===== src/design/krt_pkg.sv =====
`timescale 1ns / 1ps
`default_nettype none

package krt_pkg;

  localparam int TABLE_DEPTH = 16;
  localparam int IDX_W       = (TABLE_DEPTH > 1) ? $clog2(TABLE_DEPTH) : 1;

  localparam int KEY_W   = 16;
  localparam int GRADE_W = 8;
  localparam int CMD_W   = 3;
  localparam int STAT_W  = 3;
  localparam int SLOT_W  = 4;

  localparam int IN_DATA_W  = 32;
  localparam int OUT_DATA_W = 16;

  typedef logic [IDX_W-1:0]   idx_t;
  typedef logic [KEY_W-1:0]   key_t;
  typedef logic [GRADE_W-1:0] grade_t;
  typedef logic [SLOT_W-1:0]  slot_t;

  typedef enum logic [CMD_W-1:0] {
    CMD_CLEAR  = 3'd0,
    CMD_INSERT = 3'd1,
    CMD_DELETE = 3'd2,
    CMD_MODIFY = 3'd3,
    CMD_LOOKUP = 3'd4
  } cmd_t;

  typedef enum logic [STAT_W-1:0] {
    ST_OK       = 3'd0,
    ST_FULL     = 3'd1,
    ST_DUP      = 3'd2,
    ST_NOTFOUND = 3'd3,
    ST_EMPTY    = 3'd4
  } status_t;

  // Controller to datapath.
  typedef struct packed {
    logic load;
    logic step;
    logic exec;
  } krt_ctl_t;

  // Datapath to controller.
  typedef struct packed {
    logic scan_last;
    logic out_busy;
  } krt_sts_t;

  // Report the low bits of a slot number.
  function automatic slot_t to_slot(input idx_t idx);
    logic [IDX_W+SLOT_W-1:0] ext;
    ext = {{SLOT_W{1'b0}}, idx};
    return ext[SLOT_W-1:0];
  endfunction

endpackage

`default_nettype wire


===== src/design/krt_ctrl.sv =====
`timescale 1ns / 1ps
`default_nettype none

module krt_ctrl (
  input  logic              clk,
  input  logic              rst_n,
  input  logic              in_tvalid,
  output logic              in_tready,
  input  krt_pkg::krt_sts_t sts,
  output krt_pkg::krt_ctl_t ctl
);
  import krt_pkg::*;

  typedef enum logic [1:0] {
    S_IDLE,
    S_SCAN,
    S_EXEC
  } state_t;

  state_t state_r, state_nxt;
  logic   in_tready_r, in_tready_nxt;

  always_comb begin
    state_nxt = state_r;
    ctl       = '0;
    unique case (state_r)
      S_IDLE: begin
        if (in_tvalid && in_tready_r) begin
          ctl.load  = 1'b1;
          state_nxt = S_SCAN;
        end
      end
      S_SCAN: begin
        ctl.step = 1'b1;
        if (sts.scan_last) state_nxt = S_EXEC;
      end
      S_EXEC: begin
        // hold the write-back until the result register frees up
        if (!sts.out_busy) begin
          ctl.exec  = 1'b1;
          state_nxt = S_IDLE;
        end
      end
      default: state_nxt = S_IDLE;
    endcase
    in_tready_nxt = (state_nxt == S_IDLE);
  end

  always_ff @(posedge clk) begin
    if (!rst_n) begin
      state_r     <= S_IDLE;
      in_tready_r <= 1'b0;
    end else begin
      state_r     <= state_nxt;
      in_tready_r <= in_tready_nxt;
    end
  end

  assign in_tready = in_tready_r;

endmodule

`default_nettype wire


===== src/design/krt_datapath.sv =====
`timescale 1ns / 1ps
`default_nettype none

module krt_datapath (
  input  logic                           clk,
  input  logic                           rst_n,
  input  logic [krt_pkg::IN_DATA_W-1:0]  in_tdata,
  output logic                           out_tvalid,
  input  logic                           out_tready,
  output logic [krt_pkg::OUT_DATA_W-1:0] out_tdata,
  input  krt_pkg::krt_ctl_t              ctl,
  output krt_pkg::krt_sts_t              sts
);
  import krt_pkg::*;

  logic [TABLE_DEPTH-1:0] valid_r;
  key_t                   key_mem   [TABLE_DEPTH];
  grade_t                 grade_mem [TABLE_DEPTH];

  logic [CMD_W-1:0] cmd_r;
  key_t             key_r;
  grade_t           grade_r;

  idx_t   scan_idx_r;
  logic   free_found_r;
  idx_t   free_idx_r;
  logic   match_found_r;
  idx_t   match_idx_r;
  grade_t match_grade_r;
  logic   any_valid_r;

  logic    out_valid_r;
  status_t out_status_r;
  slot_t   out_slot_r;
  grade_t  out_grade_r;

  logic    cur_valid;
  logic    cur_hit;

  status_t res_status;
  slot_t   res_slot;
  grade_t  res_grade;
  logic    do_clear;
  logic    do_insert;
  logic    do_delete;
  logic    do_modify;

  assign cur_valid = valid_r[scan_idx_r];
  assign cur_hit   = cur_valid && (key_mem[scan_idx_r] == key_r);

  assign sts.scan_last = (scan_idx_r == IDX_W'(TABLE_DEPTH - 1));
  assign sts.out_busy  = out_valid_r && !out_tready;

  // Decide the outcome from what the scan left behind.
  always_comb begin
    res_status = ST_OK;
    res_slot   = '0;
    res_grade  = '0;
    do_clear   = 1'b0;
    do_insert  = 1'b0;
    do_delete  = 1'b0;
    do_modify  = 1'b0;
    case (cmd_r)
      CMD_CLEAR: do_clear = 1'b1;
      CMD_INSERT: begin
        if (!free_found_r) begin
          res_status = ST_FULL;
        end else if (match_found_r) begin
          res_status = ST_DUP;
        end else begin
          do_insert = 1'b1;
          res_slot  = to_slot(free_idx_r);
          res_grade = grade_r;
        end
      end
      CMD_DELETE, CMD_MODIFY, CMD_LOOKUP: begin
        if (!any_valid_r) begin
          res_status = ST_EMPTY;
        end else if (!match_found_r) begin
          res_status = ST_NOTFOUND;
        end else begin
          res_slot = to_slot(match_idx_r);
          if (cmd_r == CMD_DELETE) begin
            do_delete = 1'b1;
          end else if (cmd_r == CMD_MODIFY) begin
            do_modify = 1'b1;
            res_grade = grade_r;
          end else begin
            res_grade = match_grade_r;
          end
        end
      end
      default: ;
    endcase
  end

  // Request and scan registers.
  always_ff @(posedge clk) begin
    if (ctl.load) begin
      cmd_r         <= in_tdata[2:0];
      key_r         <= in_tdata[18:3];
      grade_r       <= in_tdata[26:19];
      scan_idx_r    <= '0;
      free_found_r  <= 1'b0;
      match_found_r <= 1'b0;
      any_valid_r   <= 1'b0;
    end else if (ctl.step) begin
      if (!cur_valid && !free_found_r) begin
        free_found_r <= 1'b1;
        free_idx_r   <= scan_idx_r;
      end
      if (cur_valid) any_valid_r <= 1'b1;
      // keep the first hit only
      if (cur_hit && !match_found_r) begin
        match_found_r <= 1'b1;
        match_idx_r   <= scan_idx_r;
        match_grade_r <= grade_mem[scan_idx_r];
      end
      scan_idx_r <= scan_idx_r + 1'b1;
    end
  end

  always_ff @(posedge clk) begin
    if (!rst_n) begin
      valid_r <= '0;
    end else if (ctl.exec) begin
      if (do_clear) valid_r <= '0;
      if (do_insert) valid_r[free_idx_r] <= 1'b1;
      if (do_delete) valid_r[match_idx_r] <= 1'b0;
    end
  end

  always_ff @(posedge clk) begin
    if (ctl.exec && do_insert) begin
      key_mem[free_idx_r]   <= key_r;
      grade_mem[free_idx_r] <= grade_r;
    end else if (ctl.exec && do_modify) begin
      grade_mem[match_idx_r] <= grade_r;
    end
  end

  always_ff @(posedge clk) begin
    if (!rst_n) begin
      out_valid_r <= 1'b0;
    end else if (ctl.exec) begin
      out_valid_r <= 1'b1;
    end else if (out_tready) begin
      out_valid_r <= 1'b0;
    end
  end

  always_ff @(posedge clk) begin
    if (ctl.exec) begin
      out_status_r <= res_status;
      out_slot_r   <= res_slot;
      out_grade_r  <= res_grade;
    end
  end

  assign out_tvalid = out_valid_r;
  assign out_tdata  = {1'b0, out_grade_r, out_slot_r, out_status_r};

endmodule

`default_nettype wire


===== src/design/keyed_record_table_unit.sv =====
`timescale 1ns / 1ps
`default_nettype none

// Channel  Dir  Signals                           Payload
// in       in   in_tvalid/in_tready/in_tdata      command, record_key, grade_in
// out      out  out_tvalid/out_tready/out_tdata   status, slot_index, grade_out
//
// Each request is accepted, then the 16 slots of the single-ported slot table
// are scanned in turn, then the write-back loads the result register. One
// request is in flight at a time.
// A waiting result holds the write-back stage until out_tready; the input
// stays stalled meanwhile. Reset frees every slot.

module keyed_record_table_unit (
  input  logic                           clk,
  input  logic                           rst_n,
  input  logic                           in_tvalid,
  output logic                           in_tready,
  // [2:0] command, [18:3] record_key, [26:19] grade_in, [31:27] zero
  input  logic [krt_pkg::IN_DATA_W-1:0]  in_tdata,
  output logic                           out_tvalid,
  input  logic                           out_tready,
  // [2:0] status, [6:3] slot_index, [14:7] grade_out, [15] zero
  output logic [krt_pkg::OUT_DATA_W-1:0] out_tdata
);
  import krt_pkg::*;

  krt_ctl_t ctl;
  krt_sts_t sts;

  krt_ctrl u_ctrl (
    .clk       (clk),
    .rst_n     (rst_n),
    .in_tvalid (in_tvalid),
    .in_tready (in_tready),
    .sts       (sts),
    .ctl       (ctl)
  );

  krt_datapath u_datapath (
    .clk        (clk),
    .rst_n      (rst_n),
    .in_tdata   (in_tdata),
    .out_tvalid (out_tvalid),
    .out_tready (out_tready),
    .out_tdata  (out_tdata),
    .ctl        (ctl),
    .sts        (sts)
  );

endmodule

`default_nettype wire


===== config.mk =====
export PLATFORM = sky130hd
export DESIGN_NAME = keyed_record_table_unit
export DESIGN_NICKNAME = d
export VERILOG_FILES = /design/src/design/krt_pkg.sv /design/src/design/krt_ctrl.sv /design/src/design/krt_datapath.sv /design/src/design/keyed_record_table_unit.sv
export SDC_FILE = /design/constraint.sdc
export NUM_CORES = 1
export LEC_CHECK = 0
export ABC_AREA = 1
export BUFFER_PORTS_ARGS = -buffer_cell sky130_fd_sc_hd__buf_2
export CAP_MARGIN = 25
export CORE_ASPECT_RATIO = 0.8
export CORE_MARGIN = 4
export CORE_UTILIZATION = 50
export CTS_BUF_LIST = sky130_fd_sc_hd__clkbuf_16
export CTS_CLUSTER_SIZE = 24
export DETAILED_ROUTE_END_ITERATION = 7
export PLACE_DENSITY = 0.69
export SYNTH_ARGS = -nofsm -noshare
export SYNTH_HDL_FRONTEND = slang
export SYNTH_HIERARCHICAL = 1
export SYNTH_SLANG_ARGS = --single-unit

===== constraint.sdc =====
create_clock -name clk -period 13.2 [get_ports clk]
set_input_delay 2.64 -clock clk [delete_from_list [all_inputs] [get_ports clk]]
set_output_delay 2.64 -clock clk [all_outputs]
set_load 0.005 [all_outputs]

# == Yosys cells after proc, flatten, opt, wreduce, memory -nomap -nowiden ==
# Memory sizes are Yosys's and may differ from the RTL's. A register that Yosys moved wholly into a read port is not among the register bits.
# Index checks and enable logic that the tools add are counted.
# op_classes
n_addsub,1
reduce_logical,24
n_eq_ne,8
magnitude_cmp,5
muxes,64
bitwise_logic,4
# ops
cell,count
$mux 16,7
$mux 8,7
$mux 1,29
$mux 4,7
$and 16x16->16,1
$eq 16x16->1,1
$not 16->16,1
$or 16x16->16,1
$pmux 8 s2,1
$lt 4x5->1 const B,3
$mux 2,5
$logic_and 1x1->1,9
$demux 1 s4,2
$ge 4x1->1 const B,2
$pmux 4 s2,1
$reduce_or 8->1,1
$eq 3x2->1 const B,2
$mux 3,2
$pmux 2 s3,1
$pmux 3 s2,1
$reduce_and 2->1,3
$reduce_and 3->1,2
$add 4x1->4 const B,1
$bmux 1 s4,1
11 further kinds,15
# totals
register_bits,77
mem_bits_rw,384
elab_cells,124
mem_count,2
# mem_list
memory,words,word_bits,read_ports,rd_ports_with_merged_regs,write_ports,line,rtl
u_datapath.key_mem,16,16,1,1,1,krt_datapath.sv:17,key_t key_mem [TABLE_DEPTH];
u_datapath.grade_mem,16,8,1,1,1,krt_datapath.sv:18,grade_t grade_mem [TABLE_DEPTH];

# == Longest topological paths before layout ==
# depth
ltp_word,12
ltp_mapped,17

# == Cells and area by module ==
# Netlist, hierarchy kept.
# modules_own_cells
mod,n_inst,area_each_um2,cells_each
krt_datapath,1,19706.4,1780
krt_ctrl,1,138.9,21

# == Least setup slack after synthesis ==
# OpenSTA, ideal clock, no wires.
# synth_timing
path_kind,input -> register
start,in out_tready
end,mem u_datapath/key_mem[8][0] in the netlist's numbering (enable)
setup_time_ns,0.409
t_arrival_ns,5.726
path_stages,6
setup_slack_ns,7.064
path_cell_list,nor2_1 nor3_1 clkbuf_1 inv_1 clkbuf_1 nor3_1
# synth_lines
element,line,rtl
"start, declared",keyed_record_table_unit.sv:22,"input logic out_tready,"
"end, declared",krt_datapath.sv:17,

==> results.cfg <==
[pwr]
ir_drop_uv = 94.15
clockPowerShare = 0.341
powerDensity_mw_per_mm2 = 164.2
pwr-share-comb = 0.188
seqPwrFrac = 0.471
p_leak_nw = 8.102
p_sw_w = 0.001051
switching_share = 0.2913
p_int_w = 0.002558

[cts]
cts_buffer_depth = 3
cts.sinks = 473
cts-root-buf = clkbuf_16
cts_tree = done
cts_max_level = 2
hold_buffers = 0
clk_latency_ns = 0.56
clk_pin_slew_ns = 0.06
cts_setup_buffers = 0
cts_buffers = 46
cts-resized-gates = 0

[grt]
antenna_found_initial = 0
use_met2 = 0.3301
grt_pass1_vias = 12390
grt_pass1_wl_um = 71990
grt_max_degree = 117
gr-usage-met3 = 0.04568
grt_busiest_layer = met2
grt_use_met1 = 0.3273
grt_usage = 0.2177
overflow = 0

[min_path]
hold_end = u_datapath/valid_r[11]
holdPathStages = 2
hp-start = u_datapath/valid_r[11]
hold_class = register to register

[timing]
tightest_slew_ns = 1.019
fmax_ghz = 0.2031
final.setup_skew_ns = 0.02564
tns_ns = 0
setup-violations-final = 0
min_period_ns = 4.923
slew_violations = 0
finalCritPeriodShare = 0.3729
grt_setup_unrepaired = no
relSlewSlack = 0.3197
finalHoldViolations = 0

[worst_setup_path]
end_kind = register
critPathMaxFanout = 25
startpoint_type = input pin
crit_top_cell = nor2_1
r2r_end = u_datapath/match_grade_r[5]
cp.required_ns = 13.36
reg2reg_slack_ns = 9.33
crit_type = input pin to register
crit_path_max_incr_delay_ns = 0.75
cp.arrival_ns = 5.08
crit_chain = buf_2 -> nor2_1 -> nor3_2 -> buf_4 -> nand3_1 -> o21ai_0 -> nand2_1 -> nor2_1
cp_slowest_cell = nor2_1
reg2reg_depth = 15

[cells_and_area]
final_cell_mix = edfxtp_1, nand2_1, nor2_1, nand3_1, inv_1
final_common_cell = edfxtp_1
final_cells = 2409
post-route-util = 0.5685
num_antenna_cells = 0
design_area_mm2 = 0.02199
areaGrowthSynthToFinish_pct = 10.81
drive_above_1_share = 0.09250
layout.nets = 1884

[detailed_routing]
dr_total_vias = 13260
wl_per_cell_um = 19.47
drc = 0
drt_wl_total_um = 46910
drt_iter0_markers = 1449
ant_nets = 0
viasPerCell = 5.505
dr.pass1.iters = 5

[die]
dieArea_mm2 = 0.04296
rows = 64
core_area_mm2 = 0.03868
start_util = 0.5131
fp.dieW_um = 230.7
io_pins = 54
fp.dieH_um = 186.2

[yosys]
synthDistinctLibCells = 33
seq_area_frac_synth = 0.7001
netlist_instances = 1801
synth_area_per_cell_um2 = 11.02
synth_fp_nets = 1838
synth_seq_cells = 473
synth_warnings = 6
netlist_area_mm2 = 0.01985

[place]
place.gp.congestion = 0.8790
placed_area_mm2 = 0.02059
port_buffers = 47
post-dp-hpwl_um = 27820
dp_cells = 2327

[outcome]
outcome = finished clean

[job]
drv_cap = 0
cells in the mapped netlist (all sizes together):
cell type / count / area share
or2: 5 / 0.0016
ha: 1 / 0.00063
nor2: 229 / 0.044
nand2: 386 / 0.073
clkbuf: 34 / 0.0065
inv: 157 / 0.030
clkinv: 2 / 0.00038
a21oi: 29 / 0.0073
dfxtp: 31 / 0.031
edfxtp: 442 / 0.67
o221ai: 11 / 0.0049
o21ai: 140 / 0.036
o22ai: 28 / 0.0088
buf: 51 / 0.019
nand3b: 2 / 0.00076
nand3: 212 / 0.054
nor3: 16 / 0.0040
conb: 1 / 0.00019
o211ai: 19 / 0.0074
nand4: 5 / 0.0016
flip-flops by register name, indices dropped and copies added (netlist names), 4 cells and up, named ones only:
register / flops
u_datapath/key_mem: 256
u_datapath/match_idx_r: 4
u_datapath/grade_r: 8
u_datapath/scan_idx_r: 4
u_datapath/out_slot_r: 4
u_datapath/out_grade_r: 8
u_datapath/match_grade_r: 8
u_datapath/valid_r: 16
u_datapath/key_r: 16
u_datapath/free_idx_r: 4
u_datapath/grade_mem: 128
cell type report:
class	instances	area [µm²]
Clock buffer	47	1176
Clock inverter	35	226.5
Fill cell	3130	16690
Inverter	159	603.1
Multi-Input combinational cell	1084	4898
Sequential cell	473	13900
Tap cell	528	660.6
Timing Repair Buffer	83	525.5
routing by layer:
layer,up-vias,routed length (µm),share of wire
met2,565,20400,0.43
met4,0,963,0.021
met1,6336,21090,0.45
met3,64,4458,0.095
li1,6296,-,-
met5,-,0,0
power groups by stage:
stage          Clock [W]  Sequential, W  Combinational (W)
6_report         0.00123        0.00170           0.000677
5_1_grt          0.00132        0.00170           0.000758
4_1_cts          0.00126        0.00170           0.000671
3_5_place_dp           0        0.00173           0.000668
3_3_place_gp           0        0.00173           0.000656
2_1_floorplan          0        0.00170           0.000537
worst max-delay path, delay by kind of cell:
family	cells	cell delay, ns
buffers and inverters	2	0.43
AOI/OAI and AO/OA	1	0.46
and+or+nand+nor	5	1.54
worst max path at each step:
| stage | startpoint | to | slack, ns | cells past startpoint |
|---|---|---|---|---|
| 2_1_floorplan | out_tready | u_datapath/key_mem[8][0] | 7.06 | 6 |
| 3_3_place_gp | out_tready | u_datapath/grade_mem[13][2] | 7.73 | 10 |
| 3_5_place_dp | out_tready | u_datapath/grade_mem[11][1] | 7.78 | 8 |
| 4_1_cts | out_tready | u_datapath/grade_mem[11][4] | 8.35 | 8 |
| 5_1_grt | out_tready | u_datapath/grade_mem[11][4] | 8.11 | 8 |
| 6_report | out_tready | u_datapath/grade_mem[9][2] | 8.28 | 8 |
stage by stage:
| stage | hold WS [ns] | worst slack [ns] | power [W] |
|---|---|---|---|
| after detailed placement | 0.4578 | 7.781 | 0.002400 |
| final | 0.4695 | 8.277 | 0.003610 |
| after CTS | 0.4662 | 8.347 | 0.003629 |
| after global placement | 0.4528 | 7.728 | 0.002386 |
| after global routing | 0.4815 | 8.109 | 0.003786 |
| after floorplan | 0.4202 | 7.064 | 0.002242 |
cells by family (layout without fill, tap and decap cells):
family | Yosys count | count (layout) | share of synthesized area
simple gates | 855 | 855 | 0.1790
flops | 473 | 473 | 0.7001
buf+inv | 244 | 324 | 0.05599
compound gates | 227 | 227 | 0.06412
fa+ha+maj | 1 | 1 | 0.0006304
other cells | 1 | 1 | 0.0001890
Note: power is estimated with default switching activity, not from simulation.
